### src/rtl/mrrm_pkg.sv
// Shared types, codes and the CRC-16/Modbus byte update for the read register master.
package mrrm_pkg;

   // Request operations carried in req_tuser.
   localparam logic [1:0] OP_START   = 2'd0;
   localparam logic [1:0] OP_RX_BYTE = 2'd1;
   localparam logic [1:0] OP_TIMEOUT = 2'd2;

   // Result kinds carried in rsp_tuser.
   localparam logic KIND_REQUEST = 1'b0;
   localparam logic KIND_RESULT  = 1'b1;

   // Result status codes.
   localparam logic [2:0] STATUS_OK        = 3'd0;
   localparam logic [2:0] STATUS_TIMEOUT   = 3'd1;
   localparam logic [2:0] STATUS_CRC_ERROR = 3'd2;
   localparam logic [2:0] STATUS_WRONG_ID  = 3'd3;
   localparam logic [2:0] STATUS_EXCEPTION = 3'd4;

   // Configuration register indexes.
   localparam int unsigned     CSR_INDEX_W       = 2;
   localparam logic [1:0]      CSR_SLAVE_ADDRESS = 2'd0;
   localparam logic [1:0]      CSR_MAX_VALUE     = 2'd1;

   // Protocol constants.
   localparam logic [7:0]  FUNC_READ_HOLDING = 8'h03;
   localparam logic [7:0]  EXCEPTION_BIT     = 8'h80;
   localparam logic [15:0] READ_COUNT        = 16'h0001;
   localparam logic [15:0] CRC_INIT          = 16'hFFFF;
   localparam logic [15:0] CRC_POLY          = 16'hA001;
   localparam logic [2:0]  REPLY_LAST_INDEX  = 3'd6;
   localparam logic [2:0]  FRAME_LAST_INDEX  = 3'd7;

   // Byte from the request frame sequencer.
   typedef struct packed {
      logic       busy;
      logic [7:0] tx_byte;
      logic       last;
   } seq_out_type;

   // Completed read from the reply collector.
   typedef struct packed {
      logic        valid;
      logic [2:0]  status;
      logic [15:0] read_value;
   } reply_out_type;

   // One byte of CRC-16/Modbus, reflected, eight shift steps.
   function automatic logic [15:0] crc16_byte(input logic [15:0] crc_val,
                                              input logic [7:0]  data_byte);
      logic [15:0] c;
      c = crc_val ^ {8'h00, data_byte};
      for (int i = 0; i < 8; i++) begin
         c = c[0] ? ((c >> 1) ^ CRC_POLY) : (c >> 1);
      end
      return c;
   endfunction

endpackage

### src/rtl/mrrm_request.sv
// Request frame sequencer: sends the eight request bytes with a running CRC, one a cycle when advanced.
module mrrm_request (
   input  logic                 clock,
   input  logic                 reset,
   input  logic                 start,
   input  logic [15:0]          reg_address,
   input  logic [7:0]           slave_address,
   input  logic                 advance,
   output mrrm_pkg::seq_out_type seq_out
);
   import mrrm_pkg::*;

   logic        busy_ff, busy_in;
   logic [2:0]  count_ff, count_in;
   logic [15:0] crc_ff, crc_in;
   logic [15:0] reg_ff, reg_in;
   logic [7:0]  cur_byte;

   always_comb begin
      unique case (count_ff)
         3'd0:    cur_byte = slave_address;
         3'd1:    cur_byte = FUNC_READ_HOLDING;
         3'd2:    cur_byte = reg_ff[15:8];
         3'd3:    cur_byte = reg_ff[7:0];
         3'd4:    cur_byte = READ_COUNT[15:8];
         3'd5:    cur_byte = READ_COUNT[7:0];
         3'd6:    cur_byte = crc_ff[7:0];
         3'd7:    cur_byte = crc_ff[15:8];
         default: cur_byte = 8'h00;
      endcase
   end

   always_comb begin
      busy_in  = busy_ff;
      count_in = count_ff;
      crc_in   = crc_ff;
      reg_in   = reg_ff;
      if (start) begin
         busy_in  = 1'b1;
         count_in = 3'd0;
         crc_in   = CRC_INIT;
         reg_in   = reg_address;
      end else if (busy_ff && advance) begin
         count_in = count_ff + 3'd1;
         // The two CRC bytes themselves do not enter the CRC.
         if (count_ff < REPLY_LAST_INDEX) begin
            crc_in = crc16_byte(crc_ff, cur_byte);
         end
         if (count_ff == FRAME_LAST_INDEX) begin
            busy_in = 1'b0;
         end
      end
   end

   always_ff @(posedge clock) begin
      if (reset) begin
         busy_ff  <= 1'b0;
         count_ff <= 3'd0;
      end else begin
         busy_ff  <= busy_in;
         count_ff <= count_in;
      end
      crc_ff <= crc_in;
      reg_ff <= reg_in;
   end

   assign seq_out.busy    = busy_ff;
   assign seq_out.tx_byte = cur_byte;
   assign seq_out.last    = (count_ff == FRAME_LAST_INDEX);

endmodule

### src/rtl/mrrm_reply.sv
// Reply collector: gathers the seven response bytes, checks them and forms the read result, or a timeout result.
module mrrm_reply (
   input  logic                   clock,
   input  logic                   reset,
   input  logic                   start,
   input  logic                   rx_valid,
   input  logic                   timeout,
   input  logic [7:0]             rx_byte,
   input  logic [7:0]             slave_address,
   input  logic [15:0]            max_value,
   output mrrm_pkg::reply_out_type reply_out
);
   import mrrm_pkg::*;

   logic        awaiting_ff, awaiting_in;
   logic [2:0]  count_ff, count_in;
   logic [15:0] crc_ff, crc_in;
   logic [7:0]  addr_ff, addr_in;
   logic [7:0]  func_ff, func_in;
   logic [7:0]  data_hi_ff, data_hi_in;
   logic [7:0]  data_lo_ff, data_lo_in;
   logic [15:0] crc_next;
   logic [15:0] data_word;

   assign crc_next  = crc16_byte(crc_ff, rx_byte);
   assign data_word = {data_hi_ff, data_lo_ff};

   always_comb begin
      awaiting_in          = awaiting_ff;
      count_in             = count_ff;
      crc_in               = crc_ff;
      addr_in              = addr_ff;
      func_in              = func_ff;
      data_hi_in           = data_hi_ff;
      data_lo_in           = data_lo_ff;
      reply_out.valid      = 1'b0;
      reply_out.status     = STATUS_OK;
      reply_out.read_value = 16'h0000;

      if (start) begin
         // A new request drops whatever part of a reply has come in.
         awaiting_in = 1'b1;
         count_in    = 3'd0;
         crc_in      = CRC_INIT;
      end else if (awaiting_ff && timeout) begin
         reply_out.valid  = 1'b1;
         reply_out.status = STATUS_TIMEOUT;
         awaiting_in      = 1'b0;
         count_in         = 3'd0;
         crc_in           = CRC_INIT;
      end else if (awaiting_ff && rx_valid) begin
         case (count_ff)
            3'd0:    addr_in    = rx_byte;
            3'd1:    func_in    = rx_byte;
            3'd3:    data_hi_in = rx_byte;
            3'd4:    data_lo_in = rx_byte;
            default: ;
         endcase
         crc_in   = crc_next;
         count_in = count_ff + 3'd1;
         if (count_ff == REPLY_LAST_INDEX) begin
            reply_out.valid = 1'b1;
            if (crc_next != 16'h0000) begin
               reply_out.status = STATUS_CRC_ERROR;
            end else if (addr_ff != slave_address) begin
               reply_out.status = STATUS_WRONG_ID;
            end else if ((func_ff & EXCEPTION_BIT) != 8'h00) begin
               reply_out.status = STATUS_EXCEPTION;
            end else begin
               reply_out.status     = STATUS_OK;
               reply_out.read_value = (data_word > max_value) ? max_value : data_word;
            end
            awaiting_in = 1'b0;
            count_in    = 3'd0;
            crc_in      = CRC_INIT;
         end
      end
   end

   always_ff @(posedge clock) begin
      if (reset) begin
         awaiting_ff <= 1'b0;
         count_ff    <= 3'd0;
         crc_ff      <= CRC_INIT;
      end else begin
         awaiting_ff <= awaiting_in;
         count_ff    <= count_in;
         crc_ff      <= crc_in;
      end
      addr_ff    <= addr_in;
      func_ff    <= func_in;
      data_hi_ff <= data_hi_in;
      data_lo_ff <= data_lo_in;
   end

endmodule

### src/rtl/modbus_read_register_master.sv
// Top level of the Modbus RTU read holding register master.
//
//   Channel  Direction  Handshake              Carries
//   req_     in         req_tvalid/req_tready  start, received byte or timeout request
//   rsp_     out        rsp_tvalid/rsp_tready  request frame bytes and read results
//   csr_     in         csr_valid/csr_ready    slave address and maximum value writes
//
// A received-byte or timeout request is taken and its result, if any, is registered in
// the output stage at the same edge. A start request is taken and the request sequencer
// then sends its eight frame bytes one per cycle while the output register can take them,
// so the next request is taken once the eighth byte has entered the output register.
// Reset is synchronous and active high; it empties the output stage, stops the
// sequencer, drops any pending read and restores the configuration to its reset values.
// While rsp_tready is low a waiting result holds in the output register and req_tready falls.
module modbus_read_register_master (
   input  logic        clock,
   input  logic        reset,
   // Request channel
   input  logic        req_tvalid,
   output logic        req_tready,
   input  logic [1:0]  req_tuser,    // [1:0] operation
   input  logic [23:0] req_tdata,    // [15:0] reg_address, [23:16] rx_byte
   // Result channel
   output logic        rsp_tvalid,
   input  logic        rsp_tready,
   output logic        rsp_tuser,    // [0] kind
   output logic        rsp_tlast,    // last byte of the request frame
   output logic [31:0] rsp_tdata,    // [7:0] tx_byte, [10:8] status, [26:11] read_value
   // Configuration channel
   input  logic        csr_valid,
   output logic        csr_ready,
   input  logic [mrrm_pkg::CSR_INDEX_W-1:0] csr_index,
   input  logic [15:0] csr_data
);
   import mrrm_pkg::*;

   logic          out_free;
   logic          req_accept;
   logic          op_start;
   logic          op_rx_byte;
   logic          op_timeout;
   seq_out_type   seq_out;
   reply_out_type reply_out;

   logic [7:0]  slave_address_ff, slave_address_in;
   logic [15:0] max_value_ff, max_value_in;

   logic        rsp_valid_ff, rsp_valid_in;
   logic        rsp_kind_ff, rsp_kind_in;
   logic [7:0]  rsp_byte_ff, rsp_byte_in;
   logic        rsp_last_ff, rsp_last_in;
   logic [2:0]  rsp_status_ff, rsp_status_in;
   logic [15:0] rsp_value_ff, rsp_value_in;

   // The output register can take a new result when it is empty or being emptied.
   assign out_free   = !rsp_valid_ff || rsp_tready;
   assign req_tready = !seq_out.busy && out_free;
   assign req_accept = req_tvalid && req_tready;
   assign op_start   = req_accept && (req_tuser == OP_START);
   assign op_rx_byte = req_accept && (req_tuser == OP_RX_BYTE);
   assign op_timeout = req_accept && (req_tuser == OP_TIMEOUT);

   // Configuration registers; writes are always accepted.
   assign csr_ready = 1'b1;

   always_comb begin
      slave_address_in = slave_address_ff;
      max_value_in     = max_value_ff;
      if (csr_valid && csr_ready) begin
         unique case (csr_index)
            CSR_SLAVE_ADDRESS: slave_address_in = csr_data[7:0];
            CSR_MAX_VALUE:     max_value_in     = csr_data;
            default:           ;
         endcase
      end
   end

   mrrm_request u_request (
      .clock         (clock),
      .reset         (reset),
      .start         (op_start),
      .reg_address   (req_tdata[15:0]),
      .slave_address (slave_address_ff),
      .advance       (out_free),
      .seq_out       (seq_out)
   );

   mrrm_reply u_reply (
      .clock         (clock),
      .reset         (reset),
      .start         (op_start),
      .rx_valid      (op_rx_byte),
      .timeout       (op_timeout),
      .rx_byte       (req_tdata[23:16]),
      .slave_address (slave_address_ff),
      .max_value     (max_value_ff),
      .reply_out     (reply_out)
   );

   // Output register: a frame byte while the sequencer runs, otherwise a read result.
   // Requests are held off while the sequencer runs, so the two never coincide.
   always_comb begin
      rsp_valid_in  = rsp_valid_ff && !rsp_tready;
      rsp_kind_in   = rsp_kind_ff;
      rsp_byte_in   = rsp_byte_ff;
      rsp_last_in   = rsp_last_ff;
      rsp_status_in = rsp_status_ff;
      rsp_value_in  = rsp_value_ff;
      if (seq_out.busy && out_free) begin
         rsp_valid_in  = 1'b1;
         rsp_kind_in   = KIND_REQUEST;
         rsp_byte_in   = seq_out.tx_byte;
         rsp_last_in   = seq_out.last;
         rsp_status_in = STATUS_OK;
         rsp_value_in  = 16'h0000;
      end else if (reply_out.valid) begin
         rsp_valid_in  = 1'b1;
         rsp_kind_in   = KIND_RESULT;
         rsp_byte_in   = 8'h00;
         rsp_last_in   = 1'b0;
         rsp_status_in = reply_out.status;
         rsp_value_in  = reply_out.read_value;
      end
   end

   always_ff @(posedge clock) begin
      if (reset) begin
         rsp_valid_ff     <= 1'b0;
         slave_address_ff <= 8'd1;
         max_value_ff     <= 16'd1999;
      end else begin
         rsp_valid_ff     <= rsp_valid_in;
         slave_address_ff <= slave_address_in;
         max_value_ff     <= max_value_in;
      end
      rsp_kind_ff   <= rsp_kind_in;
      rsp_byte_ff   <= rsp_byte_in;
      rsp_last_ff   <= rsp_last_in;
      rsp_status_ff <= rsp_status_in;
      rsp_value_ff  <= rsp_value_in;
   end

   assign rsp_tvalid = rsp_valid_ff;
   assign rsp_tuser  = rsp_kind_ff;
   assign rsp_tlast  = rsp_last_ff;
   assign rsp_tdata  = {5'b00000, rsp_value_ff, rsp_status_ff, rsp_byte_ff};

endmodule

### config.mk
export PLATFORM = sky130hd
export DESIGN_NAME = modbus_read_register_master
export DESIGN_NICKNAME = d
export VERILOG_FILES = /design/src/rtl/mrrm_pkg.sv /design/src/rtl/mrrm_request.sv /design/src/rtl/mrrm_reply.sv /design/src/rtl/modbus_read_register_master.sv
export SDC_FILE = /design/constraint.sdc
export NUM_CORES = 1
export LEC_CHECK = 0
export BUFFER_PORTS_ARGS = -buffer_cell sky130_fd_sc_hd__buf_2
export CAP_MARGIN = 30
export CORE_UTILIZATION = 25
export DETAILED_ROUTE_END_ITERATION = 8
export PLACE_DENSITY_LB_ADDON = 0.2
export RECOVER_POWER = 100
export SYNTH_ARGS = -nofsm -noshare
export SYNTH_HDL_FRONTEND = slang
export SYNTH_HIERARCHICAL = 1
export SYNTH_SLANG_ARGS = --single-unit
### constraint.sdc
create_clock -name clock -period 6.4 [get_ports clock]
set_clock_uncertainty 0.1 [all_clocks]
set_input_delay 0.96 -clock clock [delete_from_list [all_inputs] [get_ports clock]]
set_output_delay 0.96 -clock clock [all_outputs]
set_load 0.02 [all_outputs]
---- After elaboration in Yosys (flattened, before gate mapping) ----
Cells that the tools add are included.
W data, S select, Z words.
word-level totals
  bits in latches ......................... 0
  memory bits (writable) .................. 0
  output and inout port bits .............. 37
  memories kept ........................... 0
  word-level logic and storage cells ...... 136
  flip-flop bits (word level) ............. 142
  input port bits ......................... 49
  memory bits (read-only) ................. 0
operators by class
  divide/modulo/power cells ............... 0
  multiplexer cells ....................... 44
  shifts and indexed selects .............. 0
  equality and inequality tests ........... 15
  add/sub/neg operators ................... 2
  bitwise operators ....................... 20
  reduce and logical (&&, ||, !) cells .... 34
  multiply operators ...................... 0
  magnitude comparators ................... 2
operator list
  cell                   count
  $mux W16               22
  $pmux W8 S8            1
  $mux W20               3
  $not A2 Y3             16
  $xor A16 B8 Y16        2
  $eq A3 B3 Y1 const B   6
  $gt A16 B16 Y1         1
  $mux W8                2
  $reduce_and A4 Y1      4
  $reduce_bool A16 Y1    1
  $mux W3                4
  $mux W1                11
  $reduce_and A2 Y1      5
  $eq A3 B2 Y1 const B   3
  $logic_and A1 B1 Y1    9
  $ne A8 B8 Y1           1
  $add A3 B1 Y3 const B  2
  $eq A3 B1 Y1 const B   2
  $logic_not A3 Y1       2
  $reduce_bool A2 Y1     3
  $reduce_bool A3 Y1     2
  $eq A2 B1 Y1 const B   2
  $logic_not A2 Y1       2
  $mux W4                1
  other kinds (7)        10

---- Longest topological paths before layout ----
Gate-level depths: netlist of the first run.
  depth after elaboration ................. 25
  depth in mapped cells ................... 14
  mapped depth without buffers ............ 11

---- Modules after synthesis ----
The synthesis of the first run kept the hierarchy.
modules (own cells, without submodules)
  module                       times used  area an instance (um^2)  sequential area each (um^2)  cells each
  mrrm_reply                   1           2682.6                   1151.1                       265
  modbus_read_register_master  1           2247.2                   1171.1                       210
  mrrm_request                 1           2033.2                   880.8                        205

---- Least setup slack after synthesis of the first run ----
No wires, ideal clock.
  path kind ............................... input port to flip-flop
  start ................................... in req_tuser[0]
  end ..................................... reg rsp_value_ff[6]
  arrival time ............................ 4.726 ns
  required time ........................... 6.167 ns
  setup slack ............................. 1.441 ns
  stages on the path ...................... 10
  buffers on the path ..................... 3
  library setup time ...................... 0.133 ns
  path through ............................ nor4_1 clkbuf_1 nor4_1 nor2b_1 nand2b_1 buf_1 clkbuf_1 nor3_1 mux2i_1 a21oi_1
RTL lines
  item                  line                                RTL
  start, declared       modbus_read_register_master.sv:21   input logic [1:0] req_tuser,
  end signal, assigned  modbus_read_register_master.sv:140  rsp_value_ff <= rsp_value_in;
  end, declared         modbus_read_register_master.sv:53   logic [15:0] rsp_value_ff, rsp_value_in;

==> run summary, run 1 <==
status = finished, violations left
failing checks = max-capacitance violations, max-slew violations
most frequent CP cell = clkbuf_1
first-pass GRT wire length = 29400 um
max-slew violations = 101
Global Route Usage Sum = 13.7%
initial DRC count = 188
FF+latch count, synth = 135
Die W = 169 um
WL/cell = 16.7 um
share of cells above drive strength 1 = 13.3%
Synth cell types = 72
clk sinks = 135
CTS root buffer = clkbuf_16
Core ar. = 27100 um^2
number of synthesized flops with an enable pin = 50
Cell Area, Placed = 7670 um^2
post-route cell area = 8140 um^2
CTS Hold Bufs = 0
Clk pin slew, worst setup/hold paths = 60 ps
post-synthesis cell area = 6960 um^2
Final setup viols = 0
r2r setup slk = 2090 ps
Hold WS = 381 ps
# H-tree levels = 4
synth-to-layout area growth = 16.9%
vias per cell = 4.49
Slew @ Worst Pin = 2330 ps
Worst R2R Path Depth = 6
instance count of the mapped netlist = 680
GRT met1 Usage = 18.8%
TritonCTS clock tree = done
die area = 28500 um^2
Pleak = 0.00310 uW
Pwr Density = 295 nW/um^2
FFs w/ async S/R, synth = 0%
Fillers = 2861
row cnt = 60
critical path endpoint category = flip-flop
hold crit path type = reg2reg
drt drc = 0
CTS Buf Count = 17
number of cells on the worst hold path = 2
CP arrival = 4810 ps
sw frac = 29.6%
busiest layer in global routing = met2
Internal Pwr Total = 1690 uW
nets = 816
Tcrit/Tclk final = 72.0%
vias after detailed routing = 5080
yosys warns = 6
main flop type after synthesis = dfxtp_1
Initial Util = 25.7%
Hold Vio Cnt, Final = 0
Clk pwr share = 40.8%
Post-DRT Antenna Nets = 0
initial antenna violation count = 1
HP Start = u_reply/crc_ff[7]
Final min period = 4610 ps
syn_area_per_cell = 10.2 um^2
post-CTS resize count = 0
largest stage delay on the critical path = 1710 ps
Switch Pwr = 709 uW
CP max FO = 47
part of the power in combinational logic = 17.9%
TNS Setup = 0 ps
Fmax = 217 MHz
crit path cell chain = clkbuf_1 -> nor2b_1 -> nor4_1 -> clkbuf_1 -> a21oi_4 -> clkbuf_1 -> o31a_1
DRT Pass-1 Iters = 4
clock tree buffer depth = 2
startpoint class of the critical path = primary input
vias in the first global route = 4990
dpl ws = 2140 ps
R2R Path End = rsp_tvalid
share of synthesized area occupied by flip-flops and latches = 46.0%
Clock Latency Late Sink = 430 ps
GRT overflow = 0
RR Startpoint = rsp_tvalid
RSZ-0062 raised after global routing = no
met2 Use GR = 21.6%
WL final = 18900 um
I/O Buffers = 79
Worst path slowest cell = clkbuf_1
# IOs = 86
worst setup path class = in2reg
CP Data Required Time = 6600 ps
Die Ht = 169 um
Seq pwr share = 41.3%
postcts setup bufs = 0
most frequent cells in the layout = dfxtp_1 (85), mux2i_1 (59), nand2_1 (53), nor2_1 (52), edfxtp_1 (50)
met3 Use GR = 3.16%
slew margin rel. = -55.4%
final setup margin = 1790 ps
maximum number of pins on one net before global-route repair = 53
worst vdd ir = 0.154 mV
Finished Core Util = 30.0%
maxcap violations = 2
Hold EP = u_reply/crc_ff[7]
Detailed Place HPWL = 13500 um
gpl congestion = 0.766
most common cell after layout, fill and taps aside = dfxtp_1
-- cell usage after synthesis (all sizes together), types with 3 or more instances --
master	count	area, um^2
dfxtp	85	1700
mux2i	59	591
nand2	53	199
nor2	52	195
a21oi	50	262
edfxtp	50	1500
buf	29	211
nand2b	29	181
nor3	29	195
xnor2	28	279
inv	24	90.1
ha	23	288
clkbuf	19	71.3
xor2	13	121
nand3	11	55.1
and2	10	62.6
and3	10	62.6
nand3b	8	60.1
nor4	8	56.3
a211o	7	61.3
o211ai	7	52.6
nand4	6	37.5
a31oi	5	31.3
nor4b	5	50.0
a21o	4	30.0
a22oi	4	35.0
nor2b	4	32.5
nor3b	4	30.0
o21ai	4	20.0
a222oi	3	30.0
mux2	3	33.8
o22ai	3	25.0
-- flip-flops by register name, summed over array words and instances, names as in the netlist, 3 cells and up --
name,flops
u_request/count_ff,3
u_request/reg_ff,16
rsp_status_ff,3
slave_address_ff,8
max_value_ff,16
u_reply/crc_ff,16
rsp_value_ff,16
u_reply/addr_ff,8
rsp_byte_ff,8
u_reply/data_hi_ff,8
u_request/crc_ff,16
u_reply/count_ff,3
u_reply/data_lo_ff,8
-- stage by stage --
stage / total power [uW] / instances
4_1_cts: 2430 / 1129
3_3_place_gp: 1440 / 1096
6_report: 2400 / 1131
5_1_grt: 2510 / 1129
3_5_place_dp: 1440 / 1097
2_1_floorplan: 1350 / 684
-- critical path: cells and delay by family --
family / cells / cell delay, ps
compound gates: 2 / 760
buf+inv: 3 / 2440
simple gates: 2 / 630
-- power by group through the flow --
stage | Sequential, uW | Combinational, uW | Clock [uW]
detailed placement | 1010 | 436 | 0
floorplan | 998 | 348 | 0
finish | 990 | 429 | 979
global placement | 1010 | 435 | 0
global route | 996 | 470 | 1040
CTS | 988 | 439 | 1000
-- cell type report --
class | instances | area [um^2] | share of cell area (%)
clock inverter | 13 | 123 | 1.51
tap | 372 | 465 | 5.72
clock buffer | 19 | 464 | 5.70
sequential | 135 | 3200 | 39.3
multi-input combinational | 477 | 3390 | 41.7
antenna | 2 | 5.00 | 0.0615
timing repair buffer | 89 | 397 | 4.87
inverter | 24 | 90.1 | 1.11
-- worst max path at each step --
stage / to / slack, ps / from
2_1_floorplan: rsp_value_ff[6] / 1440 / req_tuser[0]
3_3_place_gp: rsp_status_ff[1] / 2130 / req_tdata[16]
3_5_place_dp: rsp_status_ff[1] / 2140 / req_tdata[21]
4_1_cts: rsp_status_ff[1] / 2570 / req_tdata[21]
5_1_grt: rsp_tvalid / 1440 / rsp_tready
6_report: rsp_tvalid / 1790 / rsp_tready
-- routing by layer --
layer	share of wire (%)	routed length (um)	vias up
met5	0	0	-
met4	0.78	148	0
met3	3.1	593	9
met2	46	8740	89
met1	50	9420	2439
li1	-	-	2543
-- cells by family (layout without fill, tap and decap cells) --
logic type	after synthesis	in the layout	share of synthesized area, %
compound gates	106	106	10.3
mux	62	62	8.97
buf+inv	72	145	5.35
simple gates	237	237	18.7
fa+ha+maj	23	23	4.13
flops	135	135	46.0
other cells	2	8	0.108
xor+xnor	43	43	6.45
Note: power is estimated with default switching activity, not from simulation.
==> run 2: changes to the inputs <==
==> constraint.sdc (replaced) <==
create_clock -name clock -period 4.1 [get_ports clock]
set_clock_uncertainty 0.1 [all_clocks]
set_input_delay 0.615 -clock clock [delete_from_list [all_inputs] [get_ports clock]]
set_output_delay 0.615 -clock clock [all_outputs]
set_load 0.02 [all_outputs]
==> run 2 against run 1 <==
  * The flow still finishes with violations (max-capacitance violations, max-slew violations)
  * Register-to-register slack got worse by 1600 ps
  * Worst hold slack got worse by 120 ps
  * Critical path depth did not move
  * Combinational power rose by 55%
  * Global-route usage rose by 0.076 points
  * Power rose by 55%
  * Non-clock buffer count rose by 6
  * Worst setup slack got worse by 1300 ps
  * Flip-flop and latch count did not move
  * Via count fell by 0.87%
  * Routed wire length rose by 0.34%
  * Largest power group unchanged
  * Sequential share of layout area fell by 0.20 points
==> run summary, run 2 (synthesized netlist as in run 1, its figures left out) <==
Pleak = 0.00313 uW (+0.91%)
clock tree buffer depth = 2 (unchanged)
max-slew violations = 126 (+25%)
slew margin rel. = -45.4% (+10 points)
Global Route Usage Sum = 13.8% (+0.076 points)
postcts setup bufs = 0 (unchanged)
I/O Buffers = 79 (unchanged)
failing checks = max-capacitance violations, max-slew violations
status = finished, violations left
register area = 3200 um^2 (unchanged)
vias after detailed routing = 5036 (-0.87%)
Detailed Place HPWL = 13800 um (+2.4%)
startpoint class of the critical path = flip-flop
Pwr Density = 455 nW/um^2 (+54%)
hold crit path type = in2reg
# IOs = 86 (unchanged)
most frequent CP cell = a21oi_1
largest stage delay on the critical path = 1590 ps (-120 ps)
Die W = 169 um (unchanged)
initial antenna violation count = 1 (unchanged)
gpl congestion = 0.762 (-0.48%)
Antenna Cells = 0 (-2)
Finished Core Util = 30.2% (+0.16 points)
RSZ-0062 raised after global routing = no
CTS Buf Count = 17 (unchanged)
worst vdd ir = 0.255 mV (+65%)
# H-tree levels = 4 (unchanged)
initial DRC count = 285 (+52%)
Fillers = 2836 (-0.87%)
Hold WS = 266 ps (-115 ps)
CP max FO = 47 (unchanged)
synth-to-layout area growth = 17.5%
first-pass GRT wire length = 29400 um (unchanged)
vias per cell = 4.44 (-1.2%)
Post-DRT Antenna Nets = 0 (unchanged)
maximum number of pins on one net before global-route repair = 48 (-9.4%)
Worst path slowest cell = clkbuf_1
die area = 28500 um^2 (unchanged)
DRT Pass-1 Iters = 5 (+1)
CP Data Required Time = 4240 ps (-2360 ps)
drt drc = 0 (unchanged)
post-route cell area = 8180 um^2 (+0.52%)
TNS Setup = 0 ps (unchanged)
crit path cell chain = nor2b_1 -> nor4_4 -> clkbuf_1 -> a21oi_1 -> buf_4 -> mux2i_1 -> a21oi_1
WL final = 19000 um (+0.34%)
Cell Area, Placed = 7700 um^2 (+0.44%)
clk sinks = 135 (unchanged)
WL/cell = 16.7 um (about the same)
vias in the first global route = 4956 (-0.68%)
share of cells above drive strength 1 = 14.0% (+0.68 points)
worst setup path class = reg2reg
Tcrit/Tclk final = 88.9%
TritonCTS clock tree = done
CTS Hold Bufs = 0 (unchanged)
Hold Vio Cnt, Final = 0 (unchanged)
Final min period = 3640 ps
Slew @ Worst Pin = 2180 ps (-150 ps)
Initial Util = 25.7% (unchanged)
final setup margin = 457 ps (-1340 ps)
GRT overflow = 0 (unchanged)
post-CTS resize count = 0 (unchanged)
dpl ws = 332 ps (-1810 ps)
maxcap violations = 3 (+1)
critical path endpoint category = flip-flop
Fmax = 274 MHz
row cnt = 60 (unchanged)
Final setup viols = 0 (unchanged)
nets = 822 (+0.74%)
Core ar. = 27100 um^2 (unchanged)
Die Ht = 169 um (unchanged)
most frequent cells in the layout = dfxtp_1 (85), mux2i_1 (59), nand2_1 (53), nor2_1 (52), edfxtp_1 (50)
CP arrival = 3780 ps (-1030 ps)
CTS root buffer = clkbuf_16
Clock Latency Late Sink = 420 ps (about the same)
area of the multi-input gates = 3400 um^2 (+0.22%)
Clk pin slew, worst setup/hold paths = 60 ps (about the same)
most common cell after layout, fill and taps aside = dfxtp_1
run 2: changes by cell type in the layout (fill, tap and decap cells not counted), moves of 2 or more:
cell,previous run,this run
nor3_2,8,10
nor3_1,21,19
clkinv_1,0,2
clkinv_4,3,5
buf_4,4,10
inv_8,4,0
diode_2,2,0
run 2: path summary, 6_finish.rpt:
kind / end / start / slack [ps] / cells after the start
worst min register to register: rsp_tuser / rsp_tuser / 380 / 2
worst max register to register: rsp_value_ff[14] / rsp_tvalid / 460 / 7
worst min-delay path: u_request/reg_ff[7] / req_tdata[7] / 270 / 1
worst max-delay path: rsp_value_ff[14] / rsp_tvalid / 460 / 7
run 2: worst max-delay path, delay by kind of cell (launching register included):
kind | cells | cell delay (ps)
buffers and inverters | 2 | 1980
flip-flops | 1 | 350
multiplexers | 1 | 220
AND/OR/NAND/NOR | 2 | 510
AO/OA/AOI/OAI | 2 | 290
run 2: where the power goes:
part	leakage (uW)	total (uW)	switching [uW]	internal, uW
registers	0.00114	1550	74.9	1470
clock network	0.000284	1510	642	866
logic	0.00171	667	357	310
total	0.00313	3720	1070	2650
run 2: through the flow:
| stage | power [uW] | std cells |
|---|---|---|
| 2_1_floorplan | 2100 | 684 |
| 5_1_grt | 3900 | 1135 |
| 3_5_place_dp | 2250 | 1103 |
| 3_3_place_gp | 2250 | 1103 |
| 4_1_cts | 3780 | 1135 |
| 6_report | 3720 | 1135 |
run 2: area by class of cell:
class	instances	area share [%]
multi-input cells	477	41.6
repair buffers	95	5.41
clock inverters	14	1.73
inverters	24	1.10
flip-flops and latches	135	39.1
clock buffers	18	5.37
well taps	372	5.69
run 2: per-layer routing:
metal | vias up | global-route usage (%) | share of wire, %
met5 | - | 0 | 0.069
met4 | 2 | 4.66 | 1.2
met3 | 13 | 2.62 | 3.1
met2 | 86 | 21.8 | 46
met1 | 2381 | 18.8 | 50
li1 | 2554 | - | -
==> run 3: changes to the inputs <==
--- a/config.mk
+++ b/config.mk
@@ -5,9 +5,9 @@
 export SDC_FILE = /design/constraint.sdc
 export NUM_CORES = 1
 export LEC_CHECK = 0
-export BUFFER_PORTS_ARGS = -buffer_cell sky130_fd_sc_hd__buf_2
+export BUFFER_PORTS_ARGS = -buffer_cell sky130_fd_sc_hd__clkbuf_2
 export CAP_MARGIN = 30
-export CORE_UTILIZATION = 25
+export CORE_UTILIZATION = 50
 export DETAILED_ROUTE_END_ITERATION = 8
 export PLACE_DENSITY_LB_ADDON = 0.2
 export RECOVER_POWER = 100
==> run 3 against run 2 <==
  * The run still ends with max-capacitance violations, max-slew violations left
  * Highest routed layer is now met4
  * Sequential share of layout area rose by 1.3 points
  * Clock-buffer cell count did not move
  * Utilization rose by 29 points
  * Cell area fell by 3.3%
  * Maximum frequency rose by 0.40%
  * Worst setup slack improved by 14 ps
  * Critical path type unchanged
  * Non-clock buffer count fell by 2
  * Power fell by 0.41%
  * Critical path depth rose by 3
  * Cell count fell by 17%
  * Via count rose by 3.1%
==> run summary, run 3 (synthesized netlist as in run 1, its figures left out) <==
status = finished, violations left
failing checks = max-capacitance violations, max-slew violations
I/O Buffers = 79 (unchanged)
Detailed Place HPWL = 11500 um (-17%)
hold crit path type = in2reg
die area = 14400 um^2 (-50%)
maximum number of pins on one net before global-route repair = 52 (+8.3%)
most frequent cells in the layout = dfxtp_1 (85), mux2i_1 (59), nand2_1 (53), nor2_1 (52), edfxtp_1 (50)
area of the multi-input gates = 3390 um^2 (-0.29%)
TNS Setup = 0 ps (unchanged)
crit path cell chain = nor2b_1 -> nor4b_1 -> nand2_1 -> clkbuf_1 -> nor4_1 -> nor2b_1 -> nand2b_1 -> nor3_1 -> mux2i_1 -> a21oi_1
RR Startpoint = rsp_tvalid
Clk pin slew, worst setup/hold paths = 60 ps (about the same)
Antenna Cells = 0 (unchanged)
synth-to-layout area growth = 13.7%
startpoint class of the critical path = flip-flop
# H-tree levels = 4 (unchanged)
clk sinks = 135 (unchanged)
Core ar. = 13400 um^2 (-51%)
clock tree buffer depth = 2 (unchanged)
# IOs = 86 (unchanged)
GRT overflow = 0 (unchanged)
maxcap violations = 2 (-1)
most frequent CP cell = nor2b_1
initial antenna violation count = 0 (-1)
RSZ-0062 raised after global routing = no
CP arrival = 3780 ps (about the same)
Initial Util = 52.0% (+26 points)
Pleak = 0.00311 uW (-0.64%)
vias in the first global route = 5052 (+1.9%)
TritonCTS clock tree = done
crit-path leading delay family = simple AND/OR/NAND/NOR gates
WL final = 16000 um (-16%)
initial DRC count = 420 (+47%)
DRT Pass-1 Iters = 6 (+1)
Die W = 120 um (-29%)
vias per cell = 5.54 (+25%)
most common cell after layout, fill and taps aside = dfxtp_1
max-slew violations = 100 (-21%)
Post-DRT Antenna Nets = 0 (unchanged)
drt drc = 0 (unchanged)
Worst Path Buf+Inv = 1 (-1)
Hold Vio Cnt, Final = 0 (unchanged)
largest stage delay on the critical path = 860 ps (-730 ps)
Worst path slowest cell = clkbuf_1
CTS Buf Count = 17 (unchanged)
nets = 820 (-0.24%)
register area = 3200 um^2 (unchanged)
Final min period = 3630 ps (-14.4 ps)
Tcrit/Tclk final = 88.5% (-0.35 points)
met2 Use GR = 37.2% (+15 points)
Worst R2R Path Depth = 10 (+3)
slew margin rel. = -44.0% (+1.4 points)
critical path endpoint category = flip-flop
Final setup viols = 0 (unchanged)
r2r setup slk = 470 ps (about the same)
CTS root buffer = clkbuf_16
busiest layer in global routing = met2
row cnt = 42 (-30%)
Fillers = 1164 (-59%)
R2R Path End = rsp_value_ff[3]
CP Data Required Time = 4250 ps (about the same)
Global Route Usage Sum = 23.1% (+9.3 points)
postcts setup bufs = 0 (unchanged)
Clock Latency Late Sink = 420 ps (about the same)
WL/cell = 17.0 um (+1.9%)
Die Ht = 120 um (-29%)
capture point of the worst path = rsp_value_ff[3]
met3 Use GR = 6.04% (+3.4 points)
vias after detailed routing = 5191 (+3.1%)
Final Non-Filler Cells = 937 (-17%)
CP max FO = 29 (-38%)
worst setup path class = reg2reg
post-CTS resize count = 0 (unchanged)
placed insts = 905 (-18%)
CP Launch Point = rsp_tvalid
CTS Hold Bufs = 0 (unchanged)
first-pass GRT wire length = 25400 um (-14%)
Stages on worst setup path = 10 (+3)
Pwr Density = 468 nW/um^2 (+3.0%)
Slew @ Worst Pin = 2160 ps (-20.8 ps)
GRT met1 Usage = 29.4% (+11 points)
share of cells above drive strength 1 = 13.8% (-0.23 points)
Fmax = 276 MHz (+0.40%)
gpl congestion = 0.871 (+14%)
worst vdd ir = 0.482 mV (+89%)
run 3: where the power goes:
| part | internal (uW) | switching (uW) |
|---|---|---|
| Clock | 913 | 587 |
| Sequential | 1470 | 75.6 |
| Combinational | 309 | 350 |
| Total | 2690 | 1010 |
run 3: layout make-up:
cell class | count | share of cell area (%)
clock buffers | 18 | 5.55
clock inverters | 14 | 1.90
inverters | 24 | 1.14
multi-input cells | 477 | 42.9
flip-flops and latches | 135 | 40.5
well taps | 176 | 2.78
repair buffers | 93 | 5.31
run 3: metal layers:
metal | routed length [um] | vias to the layer above | part of all wire (%)
met5 | 0 | - | 0
met4 | 446 | 0 | 2.8
met3 | 919 | 27 | 5.8
met2 | 7550 | 155 | 47
met1 | 7050 | 2460 | 44
li1 | - | 2549 | -
run 3: worst min-delay path by stage:
stage | startpoint | end | slack, ps | depth (start not counted)
after floorplan | u_request/crc_ff[3] | u_request/crc_ff[3] | 350 | 2
after global placement | rsp_tuser | rsp_tuser | 360 | 2
after detailed placement | rsp_tuser | rsp_tuser | 370 | 2
after CTS | req_tdata[12] | u_request/reg_ff[12] | 250 | 1
after global routing | req_tdata[12] | u_request/reg_ff[12] | 240 | 1
final | req_tdata[3] | u_request/reg_ff[3] | 260 | 1
run 3: stage by stage:
step	worst slack, ps	utilization (%)	area (um^2)	total power (uW)	hold slack [ps]
finish	471	59.1	7920	3710	264
CTS	612	59.9	8020	3740	249
detailed placement	229	55.5	7430	2240	366
floorplan	384	-	6980	2100	354
global placement	369	55.5	7430	2220	360
global route	187	59.1	7920	3860	244
